===== config.mk =====
export PLATFORM = sky130hd
export DESIGN_NAME = lsd_cell
export DESIGN_NICKNAME = d
export VERILOG_FILES = /design/src/sv/lsd_pkg.sv /design/src/sv/lsd_cell.sv
export SDC_FILE = /design/constraint.sdc
export NUM_CORES = 1
export LEC_CHECK = 0
export BUFFER_PORTS_ARGS = -buffer_cell sky130_fd_sc_hd__clkbuf_2
export CAP_MARGIN = 0
export CORE_MARGIN = 2
export CORE_UTILIZATION = 50
export CTS_BUF_LIST = sky130_fd_sc_hd__clkbuf_8
export DETAILED_ROUTE_END_ITERATION = 8
export PLACE_DENSITY = 0.75
export SETUP_SLACK_MARGIN = 0.15
export SLEW_MARGIN = 20
export SYNTH_ARGS = -nofsm -noshare
export SYNTH_HDL_FRONTEND = slang
export SYNTH_SLANG_ARGS = --single-unit

===== constraint.sdc =====
create_clock -name i_clk -period 3.2 [get_ports i_clk]
set_input_delay 0 -clock i_clk [delete_from_list [all_inputs] [get_ports i_clk]]
set_output_delay 0 -clock i_clk [all_outputs]
set_load 0.02 [all_outputs]

===== src/sv/lsd_pkg.sv =====
// Shared types and constants for the least-loaded server dispatch block.
// No dependencies; every other file refers to this package by scoped names.
package lsd_pkg;

    localparam int MAX_SERVERS = 64;
    localparam int ID_W        = (MAX_SERVERS > 1) ? $clog2(MAX_SERVERS) : 1;
    localparam int CNT_W       = $clog2(MAX_SERVERS + 1);
    localparam int LOAD_W      = 32;
    localparam int TIME_W      = 20;
    localparam int SRV_W       = 7;
    localparam int CFG_W       = 7;

    localparam logic REQ_CLEAR = 1'b0;
    localparam logic REQ_JOB   = 1'b1;

    // Token that walks the cell chain carrying the best candidate so far
    typedef struct packed {
        logic              vld;
        logic              have;
        logic [LOAD_W-1:0] load;
        logic [ID_W-1:0]   id;
    } t_scan;

    // Load update broadcast to every cell
    typedef struct packed {
        logic              en;
        logic [ID_W-1:0]   id;
        logic [TIME_W-1:0] svc;
    } t_upd;

    typedef enum logic [2:0] {
        ST_IDLE,
        ST_PRE,
        ST_UPD,
        ST_SCAN,
        ST_OUT
    } t_state;

endpackage


===== src/sv/lsd_cell.sv =====
// One server cell: holds that server's load and one stage of the min-search chain.
// Depends on lsd_pkg for t_scan, t_upd and widths.
module lsd_cell (
    input  logic                       i_clk,
    input  logic                       i_rst_n,
    input  logic [lsd_pkg::ID_W-1:0]   i_cell_id,
    input  logic [lsd_pkg::CNT_W-1:0]  i_active,
    input  logic                       i_clr,
    input  lsd_pkg::t_upd              i_upd,
    input  lsd_pkg::t_scan             i_scan,
    output lsd_pkg::t_scan             o_scan,
    output logic                       o_sat
);

    logic [lsd_pkg::LOAD_W-1:0] r_load;
    logic [lsd_pkg::LOAD_W-1:0] n_load;
    logic [lsd_pkg::LOAD_W:0]   sum;
    logic                       hit;
    logic                       part;
    lsd_pkg::t_scan             r_scan;
    lsd_pkg::t_scan             n_scan;

    always_comb begin
        sum  = {1'b0, r_load} + (lsd_pkg::LOAD_W + 1)'(i_upd.svc);
        hit  = i_upd.en && (i_upd.id == i_cell_id);
        // saturate on carry out
        n_load = sum[lsd_pkg::LOAD_W] ? {lsd_pkg::LOAD_W{1'b1}}
                                      : sum[lsd_pkg::LOAD_W-1:0];
        o_sat = hit && (&n_load);
        part  = lsd_pkg::CNT_W'(i_cell_id) < i_active;

        n_scan = i_scan;
        // strict compare keeps the lower id on equal loads
        if (i_scan.vld && part && (!i_scan.have || (r_load < i_scan.load))) begin
            n_scan.have = 1'b1;
            n_scan.load = r_load;
            n_scan.id   = i_cell_id;
        end
    end

    always_ff @(posedge i_clk) begin
        if (!i_rst_n) begin
            r_load <= '0;
            r_scan <= '0;
        end else begin
            if (i_clr) begin
                r_load <= '0;
            end else if (hit) begin
                r_load <= n_load;
            end
            r_scan <= n_scan;
        end
    end

    assign o_scan = r_scan;

endmodule


* After elaboration in Yosys (flattened, before gate mapping)
Cells that the tools add are included.
** Operators by class
- $add $sub $neg :: 1
- Magnitude comparators :: 2
- Equality and inequality tests :: 1
- Muxes and demuxes :: 2
- Bitwise operators :: 1
- Reduce and logical (&&, ||, !) cells :: 8
** Operators by type and width (number)
- $mux W39 :: 1
- $add A32 B20 Y33 :: 1
- $lt A32 B32 Y1 :: 1
- $mux W32 :: 1
- $reduce_and A32 Y1 :: 1
- $lt A6 B7 Y1 :: 1
- $eq A6 B6 Y1 :: 1
- $logic_and A1 B1 Y1 :: 4
- $reduce_or A2 Y1 :: 1
- $logic_not A1 Y1 :: 1
- $logic_or A1 B1 Y1 :: 1
- $not A1 Y1 :: 1
** Word-level totals
- Register bits after elaboration :: 72
- Bits of input ports :: 83
- Output and inout port bits :: 41
- Logic and storage cells :: 20

* Longest topological paths before layout
Gate-level depths: netlist of the first run.
- Word-level depth :: 4
- Depth in mapped cells :: 13
- Mapped depth without buffers :: 11

* Worst setup path after synthesis of the first run
OpenSTA, ideal clock, no wires.
- Path type :: register to output
- Start point :: register r_load[0] (netlist name)
- End point :: output port o_sat
- Data arrival time :: 2843 ps
- Required time :: 3200 ps
- Slack :: 357 ps
- Cell stages (with the launch flop) :: 11
- Buffers on the path :: 0
- Path through :: dfxtp_1 -> ha_1 -> fa_1 -> a21oi_1 -> o22a_1 -> a211oi_2 -> o21ai_2 -> a21oi_1 -> a211o_1 -> or4_1 -> a21oi_1
** Between the ends
- Cells in the longest elaborated chain, start to end :: 4
** Ends and longest elaborated chain
- start, declared :: line lsd_cell.sv:15 : logic [lsd_pkg::LOAD_W-1:0] r_load;
- start signal, assigned :: line lsd_cell.sv:49 : r_load <= n_load;
- $add A32 B20 Y33 :: line lsd_cell.sv:24 : sum = {1'b0, r_load} + (lsd_pkg::LOAD_W + 1)'(i_upd.svc);
- $mux W32 :: line lsd_cell.sv:27 : n_load = sum[lsd_pkg::LOAD_W] ? {lsd_pkg::LOAD_W{1'b1}}
- $reduce_and A32 Y1 :: line lsd_cell.sv:29 : o_sat = hit && (&n_load);
- $logic_and A1 B1 Y1 :: line lsd_cell.sv:29
- end, declared :: line lsd_cell.sv:12 : output logic o_sat
No other way between the ends.

* Final worst setup path of the first run
- Start point :: register r_load[10] (netlist name)
- End point :: output port o_sat
The elaborated chain is that of the path after synthesis.

==> metrics.log, run 1 <==
INFO  metric p_leak = around 3.3 nW
INFO  metric critPathKind = reg -> out
INFO  metric dpl.hpwl = about 13000 um
INFO  metric net-switching-power = about 640 uW
INFO  metric final_critical_path_setup_slack = -55.7 ps
INFO  metric die_width = between 100 and 150 um
INFO  metric route.final.wire_length = 18400 um
INFO  metric tritoncts = done
INFO  metric start_util = 0.510
INFO  metric design_power_total = 2.30 mW
INFO  metric switching_share = 0.277
INFO  metric clk_root_buffer_cell = sky130_fd_sc_hd__clkbuf_8
INFO  metric post-synth-top-area-fraction = 0.278
INFO  metric slew_headroom = 0.620
INFO  metric drt.antenna.violating_nets = 0
INFO  metric power.share.sequential = 0.408
INFO  metric slew_viol_final = 0
INFO  metric post-synth-top-count-cell = sky130_fd_sc_hd__o21ai_0
INFO  metric worst_path_max_delay_cell = sky130_fd_sc_hd__or4_1
INFO  metric antenna_found_initial = 0
INFO  metric crit_arrival = 3260 ps
INFO  metric worstPathBufferInverterCount = 1
INFO  metric fp.dieArea = roughly 11000 sq um
INFO  metric status = finished with violations
INFO  metric yosys_register_bits = slightly above 70
INFO  metric wire_per_inst = around 18 um
INFO  metric grt_pass1_wl = ~29000 um
INFO  metric tightest_slew = between 500 and 600 ps
INFO  metric synthesis.area = between 5000 and 6000 sq um
INFO  metric worst_setup_path_start_kind = flop
INFO  metric grt_most_used_layer = met2
INFO  metric cts-htree-levels = 3
INFO  metric edff_count_synth = 0
INFO  metric die-height = 106 um
INFO  metric mapped_cells = 684
INFO  metric grt_util_met3 = 0.0569
INFO  metric yosys_warnings = 0
INFO  metric hold_path_class = in -> reg
INFO  metric clock_skew = between 6 and 7 ps
INFO  metric clkSlewWorstSetupHoldPaths = ~80 ps
INFO  metric post_synth_num_cell_types = roughly 60
INFO  metric clockBufferDepth = 2
INFO  metric groute.layer.met2.usage = 0.524
INFO  metric synthArstFlopShare = 0
INFO  metric power_density = approximately 320 nW/um^2
INFO  metric drc = 0
INFO  metric pin_count = between 100 and 150
INFO  metric globalRouteOverflowTotal = 0
INFO  metric cts_made_buffers = 9
INFO  metric final_hold_viol_count = 0
INFO  metric share_clk_of_total_power = 0.398
INFO  metric syn_nets = around 800
INFO  metric grt_setup_unrepaired = yes
INFO  metric synth_top_flop_cell = sky130_fd_sc_hd__dfxtp_1
INFO  metric area.growth.synth_to_final = 39.7%
INFO  metric worst_ir_drop_vdd = ~0.20 mV
INFO  metric timing.hold.worst_path_depth = 4
INFO  metric number_of_cells_on_the_critical_path = 11
INFO  metric failed_checks = negative setup slack
INFO  metric clkSinkCount = between 70 and 80
INFO  metric routed_via_density = 6.01
INFO  metric netlist_top_cells_count = sky130_fd_sc_hd__o21ai_0 (81), sky130_fd_sc_hd__a21oi_1 (78), sky130_fd_sc_hd__dfxtp_1 (72)
INFO  metric route.vias.total = between 6000 and 7000
INFO  metric firstDrtPassIters = 6
INFO  metric grt_start_max_net_pins = ~40
INFO  metric fin_crit = ~3300 ps
INFO  metric post_route_cells_drive_above_1_share = 0.277
INFO  metric core = between 10000 and 15000 sq um
INFO  metric num-fill-cells = approximately 780
INFO  metric biggest_area_consumer_among_synthesized_cells = sky130_fd_sc_hd__dfxtp_1
INFO  metric clock.fmax = 0.307 GHz
INFO  metric clk-insertion-delay-late = approximately 370 ps
INFO  metric antennaDiodeCount = 0
INFO  metric synth.top_cells.by_area = sky130_fd_sc_hd__dfxtp_1 (28%), sky130_fd_sc_hd__ha_1 (14%), sky130_fd_sc_hd__o21ai_0 (7.8%)
INFO  metric io_buffers = between 100 and 150
INFO  metric num-nets-final = ~1000
INFO  metric first_global_vias = about 5700
INFO  metric drt_iter0_drc = between 500 and 600
INFO  metric cell_internal_pwr = between 1.5 and 2 mW
INFO  metric grt_util_all_layers = 0.324
INFO  metric final_critical_path_share_of_the_clock_period = 1.02
INFO  metric worstPathCellList = ha_4 > and4_4 > nand4_1 > a211oi_4 > o21ai_4 > and2_1 > nor3_4 > nor2_1 > or4_1 > a21oi_2 > clkbuf_8
INFO  metric setup_viol = 1
INFO  metric number_of_max_cap_violations = 0
INFO  metric globalRouteMet1Util = 0.432
INFO  metric critical_path.endpoint_type = output pin
INFO  metric gp_congestion = 0.948
INFO  metric required = between 3000 and 4000 ps
INFO  metric worst_path_largest_cell_delay = around 530 ps
INFO  metric critical-path-top-delay-family = simple AND/OR/NAND/NOR gates
INFO  metric rows = 37
INFO  metric tns = -55.7 ps
INFO  metric power.share.combinational = 0.194
INFO  metric synth.yosys.seq_area_share = 0.278
INFO  metric post_synth.cell_area_avg = 7.59 sq um
INFO  metric worst_reg_to_reg_cells = 11
INFO  metric worst-path-max-fanout = 7
-- per-layer routing --
layer	up-vias	part of all wire
met5	-	0
met4	0	0.028
met3	51	0.094
met2	369	0.46
met1	2812	0.41
li1	2878	-
-- final timing paths --
kind	startpoint	endpoint	slack [ps]
max reg2reg	r_load[29]	o_scan[16]	240
min	i_upd[0]	r_load[0]	60
min reg2reg	r_load[0]	o_scan[6]	510
max	r_load[10]	o_sat	-60
-- tightest hold or removal path: cells and delay by family --
family                     cells  cell delay, ps
adders and majority gates      1             170
buffers and inverters          1             100
and+or+nand+nor                2             130
-- layout by cell type, fill, tap and decap left out, types with 6 or more instances in the layout --
master,n
sky130_fd_sc_hd__o21ai_0,77
sky130_fd_sc_hd__dfxtp_1,64
sky130_fd_sc_hd__nor3_1,24
sky130_fd_sc_hd__clkbuf_8,11
sky130_fd_sc_hd__xnor2_1,18
sky130_fd_sc_hd__ha_1,43
sky130_fd_sc_hd__clkbuf_2,122
sky130_fd_sc_hd__a311oi_1,6
sky130_fd_sc_hd__o21a_1,8
sky130_fd_sc_hd__dfxtp_2,7
sky130_fd_sc_hd__a21oi_2,8
sky130_fd_sc_hd__nand2_1,27
sky130_fd_sc_hd__and3_1,7
sky130_fd_sc_hd__ha_4,9
sky130_fd_sc_hd__a21oi_1,69
sky130_fd_sc_hd__nand2b_1,7
sky130_fd_sc_hd__xor2_1,10
sky130_fd_sc_hd__nor2_1,44
sky130_fd_sc_hd__nand4_1,12
sky130_fd_sc_hd__inv_1,44
sky130_fd_sc_hd__a21o_1,16
sky130_fd_sc_hd__buf_4,49
sky130_fd_sc_hd__dlygate4sd3_1,47
sky130_fd_sc_hd__a31oi_1,14
sky130_fd_sc_hd__nand3_1,51
-- sequential cells by signal, summed over array words and instances (netlist names) --
signal	cells
o_scan	40
r_load	32
-- logic make-up after synthesis --
logic type,count (synthesis),share of synthesized area
AOI/OAI and AO/OA,243,0.281
adders and majority gates,57,0.139
and+or+nand+nor,198,0.190
DFF,72,0.278
buffers and inverters,85,0.0639
xor gates and xnor gates,28,0.0473
muxes,1,0.00193
-- layout make-up --
| cell class | count | area (sq um) | share of cell area |
|---|---|---|---|
| timing repair buffer | 221 | 1500 | 0.207 |
| clock inverter | 6 | 115 | 0.0159 |
| tap | 136 | 170 | 0.0235 |
| multi-input combinational | 527 | 3700 | 0.511 |
| clock buffer | 10 | 138 | 0.0190 |
| inverter | 44 | 165 | 0.0228 |
| sequential | 72 | 1450 | 0.201 |
-- power groups by stage --
stage                     Clock [mW]  Sequential [mW]  Combinational, mW
after floorplan                    0            0.995              0.179
after global placement             0            0.956              0.358
after detailed placement           0            0.957              0.364
after CTS                      0.922            0.935              0.429
after global routing           0.974            0.938              0.480
final                          0.914            0.936              0.445
-- through the flow --
step | cell area, sq um | hold WS (ps) | utilization | cells | setup slack, ps
after floorplan | 5190 | 121 | - | 684 | 357
after global placement | 6100 | 249 | 0.599 | 936 | 121
after detailed placement | 6100 | 247 | 0.599 | 936 | 102
after CTS | 7190 | 64.0 | 0.706 | 1013 | 41.2
after global routing | 7250 | 93.6 | 0.712 | 1016 | -148
final | 7250 | 60.4 | 0.712 | 1016 | -55.7
-- what timing repair did --
item / in CTS / in global routing
hold endpoints to repair: 40 / 0
setup buffers: 14 / 3
pin swaps: 22 / 6
setup endpoints to repair: 1 / 1
hold buffers: 47 / 0
resized for setup: 56 / 8
(Power assumes the default switching activity.)
==> inputs of run 2 (changes only) <==
==> constraint.sdc (replaced) <==
create_clock -name i_clk -period 3.15 [get_ports i_clk]
set_input_delay 0 -clock i_clk [delete_from_list [all_inputs] [get_ports i_clk]]
set_output_delay 0 -clock i_clk [all_outputs]
set_load 0.02 [all_outputs]
==> run 2 against run 1 <==
  * Final area up 0.19%
  * Register-to-register slack about the same
  * Clock skew is 0.66 ps higher
  * Worst hold slack improved by 44 ps
  * Critical path depth unchanged
  * Combinational power is 4.9% higher
  * Clock power down 28%
  * Critical path type unchanged
  * Flip-flop and latch count did not move
  * Cell count is 0.59% higher
  * Sequential power is 1% higher
  * Setup slack got worse by 10 ps
  * Largest power group unchanged
  * First-iteration DRC count grew 40%
  * The run still ends with negative setup slack left
==> metrics.log, run 2 (synthesis gave the netlist of run 1 again) <==
INFO  metric most_common_library_cell_in_the_layout_ignoring_fill_and_taps = sky130_fd_sc_hd__clkbuf_2
INFO  metric power.share.sequential = 0.458
INFO  metric grt_setup_unrepaired = yes
INFO  metric largest_reg_flops = 40
INFO  metric placedCellCount = ~940
INFO  metric status = finished with violations
INFO  metric grt_start_max_net_pins = 40
INFO  metric globalRouteOverflowTotal = 0
INFO  metric drt_iter0_drc = 709
INFO  metric die-height = between 100 and 150 um
INFO  metric pin_count = 124
INFO  metric final_hold_viol_count = 0
INFO  metric num-nets-final = about 1000
INFO  metric post_route_cells_drive_above_1_share = 0.292
INFO  metric worst_ir_drop_vdd = 0.160 mV
INFO  metric final-seq-area = between 1000 and 1500 sq um
INFO  metric wire_per_inst = between 15 and 20 um
INFO  metric highest_layer = met4
INFO  metric critPathKind = reg -> out
INFO  metric rows = 37
INFO  metric clk-insertion-delay-late = 360 ps
INFO  metric firstDrtPassIters = 5
INFO  metric net-switching-power = ~630 uW
INFO  metric failed_checks = negative setup slack
INFO  metric final_cells = just over 1000
INFO  metric switching_share = 0.304
INFO  metric first_global_vias = about 5900
INFO  metric cell_internal_pwr = approximately 1.4 mW
INFO  metric slew_headroom = 0.375
INFO  metric design_power_total = between 2 and 2.5 mW
INFO  metric tightest_slew = 933 ps
INFO  metric route.final.wire_length = ~19000 um
INFO  metric place_ws = 59.1 ps
INFO  metric io_buffers = 123
INFO  metric p_leak = around 3.4 nW
INFO  metric clkSlewWorstSetupHoldPaths = 80 ps
INFO  metric cts-htree-levels = 3
INFO  metric clock_skew = around 6.8 ps
INFO  metric grt_util_all_layers = 0.336
INFO  metric clock.fmax = around 0.31 GHz
INFO  metric fin_crit = 3220 ps
INFO  metric drc = 0
INFO  metric tritoncts = done
INFO  metric setup_viol = 1
INFO  metric cts_made_buffers = 9
INFO  metric slew_viol_final = 0
INFO  metric critical_path.endpoint_type = output pin
INFO  metric antennaDiodeCount = 0
INFO  metric area.growth.synth_to_final = 39.9%
INFO  metric start_util = 0.510
INFO  metric worst-path-max-fanout = 5
INFO  metric final_cell_mix = sky130_fd_sc_hd__clkbuf_2 (122), sky130_fd_sc_hd__o21ai_0 (77), sky130_fd_sc_hd__a21oi_1 (68)
INFO  metric antenna_found_initial = 0
INFO  metric dpl.hpwl = 13100 um
INFO  metric final_critical_path_setup_slack = -66.0 ps
INFO  metric required = approximately 3200 ps
INFO  metric met3_wirelength = 1670 um
INFO  metric power.share.combinational = 0.225
INFO  metric fp.dieArea = roughly 11000 sq um
INFO  metric crit_arrival = 3220 ps
INFO  metric core = slightly above 10000 sq um
INFO  metric clkSinkCount = between 70 and 80
INFO  metric worst_setup_path_start_kind = flop
INFO  metric share_clk_of_total_power = 0.316
INFO  metric drt.antenna.violating_nets = 0
INFO  metric power_density = about 290 nW/um^2
INFO  metric route.layer.met1.wl = 7680 um
INFO  metric number_of_max_cap_violations = 0
INFO  metric grt_pass1_wl = between 20000 and 30000 um
INFO  metric route.vias.total = around 6000
INFO  metric multi_input_area = between 3000 and 4000 sq um
INFO  metric die_width = ~110 um
INFO  metric num-fill-cells = between 700 and 800
INFO  metric gp_congestion = roughly 0.95
INFO  metric final_critical_path_share_of_the_clock_period = 1.02
INFO  metric routed_via_density = between 6 and 7
INFO  metric clk_root_buffer_cell = sky130_fd_sc_hd__clkbuf_8
INFO  metric hold_path_class = in -> reg
INFO  metric dr_wl_met2 = between 8000 and 9000 um
INFO  metric clockBufferDepth = 2
## run 2: cell types whose count changed in the layout (fill, tap and decap cells not counted), sizes merged
cell    change
buf         +6
inv         +2
bufinv      -3
clkinv      +1
## run 2: cell type report
| cell class | count | share of cell area |
|---|---|---|
| well taps | 136 | 0.0234 |
| inverters | 44 | 0.0227 |
| repair buffers | 227 | 0.215 |
| clock inverters | 6 | 0.00396 |
| flip-flops and latches | 72 | 0.201 |
| clock buffers | 10 | 0.0189 |
| multi-input cells | 527 | 0.515 |
## run 2: what timing repair did
item / in CTS / in global routing
buffers inserted: 21 / 0
endpoints found under the setup margin: 1 / 1
gates resized for setup: 74 / 2
pin swaps: 30 / 0
hold buffers: 47 / 0
endpoints found under the hold margin: 40 / 0
## run 2: per-stage QoR
| stage | instance area, sq um | utilization | TNS (ps) | hold slack (ps) |
|---|---|---|---|---|
| 2_1_floorplan | 5190 | - | 0 | 121 |
| 3_3_place_gp | 6130 | 0.602 | 0 | 246 |
| 3_5_place_dp | 6130 | 0.602 | 0 | 246 |
| 4_1_cts | 7250 | 0.712 | 0 | 77.9 |
| 5_1_grt | 7260 | 0.713 | -217 | 101 |
| 6_report | 7260 | 0.713 | -66.0 | 105 |
## run 2: critical path, cell delays in order (launching register included)
cell and delay [ps]:
sky130_fd_sc_hd__dfxtp_2 390, sky130_fd_sc_hd__ha_4 240, sky130_fd_sc_hd__a21oi_4 180, sky130_fd_sc_hd__nand2_1 120
sky130_fd_sc_hd__o2111a_2 330, sky130_fd_sc_hd__o311ai_4 440, sky130_fd_sc_hd__a21oi_2 130, sky130_fd_sc_hd__xnor2_1 150
sky130_fd_sc_hd__nor4_1 340, sky130_fd_sc_hd__nand4_1 180, sky130_fd_sc_hd__a21oi_2 190, sky130_fd_sc_hd__clkbuf_8 170
## run 2: power groups by stage
stage | clock (mW) | combinational [mW] | sequential (mW)
after floorplan | 0 | 0.182 | 1.01
after CTS | 0.658 | 0.451 | 0.949
after global placement | 0 | 0.368 | 0.971
after global routing | 0.702 | 0.504 | 0.951
after detailed placement | 0 | 0.375 | 0.972
final | 0.655 | 0.467 | 0.949
## run 2: layer usage
metal,vias up,track usage
met3,78,0.0649
met5,-,0
met2,369,0.550
met1,2806,0.415
li1,2894,-
met4,0,0.180
## run 2: path summary, 6_finish.rpt
check | slack (ps) | to | cells past startpoint | start
setup / recovery | -70 | o_sat | 11 | r_load[4]
hold / removal | 100 | r_load[0] | 4 | i_upd[0]
setup reg to reg | 240 | r_load[13] | 13 | r_load[0]
hold reg to reg | 520 | o_scan[8] | 2 | r_load[2]
==> inputs of run 3 (changes only) <==
--- a/config.mk
+++ b/config.mk
@@ -8,10 +8,10 @@
 export BUFFER_PORTS_ARGS = -buffer_cell sky130_fd_sc_hd__clkbuf_2
 export CAP_MARGIN = 0
 export CORE_MARGIN = 2
-export CORE_UTILIZATION = 50
+export CORE_UTILIZATION = 45
 export CTS_BUF_LIST = sky130_fd_sc_hd__clkbuf_8
 export DETAILED_ROUTE_END_ITERATION = 8
-export PLACE_DENSITY = 0.75
+export PLACE_DENSITY = 0.69
 export SETUP_SLACK_MARGIN = 0.15
 export SLEW_MARGIN = 20
 export SYNTH_ARGS = -nofsm -noshare
==> run 3 against run 2 <==
  * The flow still finishes with violations (negative setup slack)
  * Flip-flop and latch count unchanged
  * Combinational power is 4% lower
  * Setup slack gained 11 ps
  * Worst hold slack got worse by 7.2 ps
  * Sequential power barely moved
  * Count of clock-buffer cells in the layout decreased by 1
  * Cell count grew 0.68%
  * Die area increased by 11%
  * Clock skew increased by 9.5 ps
  * Critical path depth did not move
  * Clock power is 35% higher
  * Non-clock buffer count did not move
  * Critical path type unchanged
  * Critical endpoint unchanged
  * Largest power group unchanged
==> metrics.log, run 3 (synthesis gave the netlist of run 1 again) <==
INFO  metric status = finished with violations
INFO  metric failed_checks = negative setup slack
INFO  metric clock_skew = approximately 16 ps
INFO  metric route.final.wire_length = 18200 um
INFO  metric design_power_total = approximately 2.3 mW
INFO  metric multi_input_area = between 3000 and 4000 sq um
INFO  metric gp_congestion = approximately 0.96
INFO  metric clk-insertion-delay-late = 370 ps
INFO  metric pin_count = roughly 120
INFO  metric setup_viol = 1
INFO  metric start_util = 0.458
INFO  metric tightest_slew = between 1000 and 1500 ps
INFO  metric clockBufferDepth = 2
INFO  metric grt_setup_unrepaired = yes
INFO  metric final_cell_mix = sky130_fd_sc_hd__clkbuf_2 (122), sky130_fd_sc_hd__o21ai_0 (79), sky130_fd_sc_hd__a21oi_1 (70)
INFO  metric tns = -54.5 ps
INFO  metric critPathKind = reg -> out
INFO  metric antenna_found_initial = 0
INFO  metric required = ~3200 ps
INFO  metric final_cells = a little over 1000
INFO  metric final_critical_path_share_of_the_clock_period = 1.02
INFO  metric grt_util_all_layers = 0.286
INFO  metric largest_reg_flops = 40
INFO  metric wire_per_inst = between 15 and 20 um
INFO  metric most_common_library_cell_in_the_layout_ignoring_fill_and_taps = sky130_fd_sc_hd__clkbuf_2
INFO  metric tritoncts = done
INFO  metric cts_made_buffers = 9
INFO  metric clock.fmax = ~0.31 GHz
INFO  metric placedCellCount = approximately 950
INFO  metric die-height = around 110 um
INFO  metric hold_path_class = in -> reg
INFO  metric worst_setup_path_start_kind = flop
INFO  metric globalRouteOverflowTotal = 0
INFO  metric io_buffers = roughly 120
INFO  metric slew_viol_final = 0
INFO  metric num-nets-final = 1021
INFO  metric die_width = around 110 um
INFO  metric route.vias.total = 6000
INFO  metric drt.antenna.violating_nets = 0
INFO  metric rows = 39
INFO  metric area.growth.synth_to_final = 40.4%
INFO  metric final-seq-area = 1460 sq um
INFO  metric worst_ir_drop_vdd = around 0.22 mV
INFO  metric first_global_vias = a little under 6000
INFO  metric clk_root_buffer_cell = sky130_fd_sc_hd__clkbuf_8
INFO  metric dpl.hpwl = roughly 13000 um
INFO  metric critical_path.endpoint_type = output pin
INFO  metric worst-path-max-fanout = 5
INFO  metric drc = 0
INFO  metric cts-htree-levels = 3
INFO  metric antennaDiodeCount = 0
INFO  metric clkSinkCount = slightly above 70
INFO  metric clkSlewWorstSetupHoldPaths = 70 ps
INFO  metric final_hold_viol_count = 0
INFO  metric fin_crit = approximately 3200 ps
INFO  metric p_leak = approximately 3.4 nW
INFO  metric final_critical_path_setup_slack = -54.5 ps
INFO  metric routed_via_density = between 5 and 6
INFO  metric slew_headroom = 0.289
INFO  metric power_density = roughly 310 nW/um^2
INFO  metric number_of_max_cap_violations = 0
INFO  metric firstDrtPassIters = 5
INFO  metric place_ws = -4.93 ps
INFO  metric fp.dieArea = around 12000 sq um
INFO  metric num-fill-cells = around 960
INFO  metric drt_iter0_drc = 530
INFO  metric post_route_cells_drive_above_1_share = 0.283
INFO  metric crit_arrival = 3200 ps
INFO  metric grt_pass1_wl = roughly 29000 um
INFO  metric grt_start_max_net_pins = between 40 and 50
INFO  metric core = around 11000 sq um
run 3: path summary, 6_finish.rpt:
check | startpoint | end | slack (ps) | depth (start not counted)
max reg2reg | r_load[0] | r_load[30] | 280 | 15
min | i_upd[0] | r_load[0] | 100 | 4
max | r_load[0] | o_sat | -50 | 11
min reg2reg | r_load[12] | o_scan[18] | 530 | 2
run 3: power by group:
group	switching, mW	leakage [nW]	total, mW	internal (mW)
Sequential	0.0101	0.593	0.948	0.938
Clock	0.365	0.120	0.885	0.520
Combinational	0.253	2.66	0.449	0.196
run 3: cell type report:
class / instances / area share
Inverter: 44 / 0.0227
Sequential cell: 72 / 0.201
Timing Repair Buffer: 227 / 0.212
Multi-Input combinational cell: 527 / 0.508
Clock buffer: 9 / 0.0170
Tap cell: 143 / 0.0245
Clock inverter: 7 / 0.0153
run 3: stage by stage:
stage / hold WS (ps) / util / cell area [sq um]
final: 97.7 / 0.644 / 7290
after global routing: 111 / 0.644 / 7290
after CTS: 66.1 / 0.640 / 7250
after detailed placement: 262 / 0.540 / 6110
after global placement: 250 / 0.540 / 6110
after floorplan: 121 / - / 5190
run 3: worst max-delay path, cell delays in order, from the launching register on:
cell	delay (ps)
sky130_fd_sc_hd__dfxtp_2	350
sky130_fd_sc_hd__ha_4	170
sky130_fd_sc_hd__fa_2	410
sky130_fd_sc_hd__a21oi_4	170
sky130_fd_sc_hd__o22a_1	190
sky130_fd_sc_hd__a211oi_2	100
sky130_fd_sc_hd__o21ai_4	250
sky130_fd_sc_hd__a21oi_2	100
sky130_fd_sc_hd__a211o_1	310
sky130_fd_sc_hd__or4_1	450
sky130_fd_sc_hd__a21oi_2	170
sky130_fd_sc_hd__clkbuf_8	170
run 3: layer usage:
layer,global-route usage,part of all wire,vias to the layer above
li1,-,-,2893
met2,0.481,0.46,333
met3,0.0397,0.083,52
met4,0.104,0.029,0
met5,0,0,-
met1,0.378,0.43,2722
run 3: what timing repair did:
item | 4_1_cts | 5_1_grt
gates cloned | 0 | 0
pin swaps | 26 | 7
setup buffers | 19 | 2
endpoints found under the setup margin | 1 | 11
hold buffers | 47 | 0
gates resized for setup | 60 | 6
hold endpoints to repair | 40 | 0
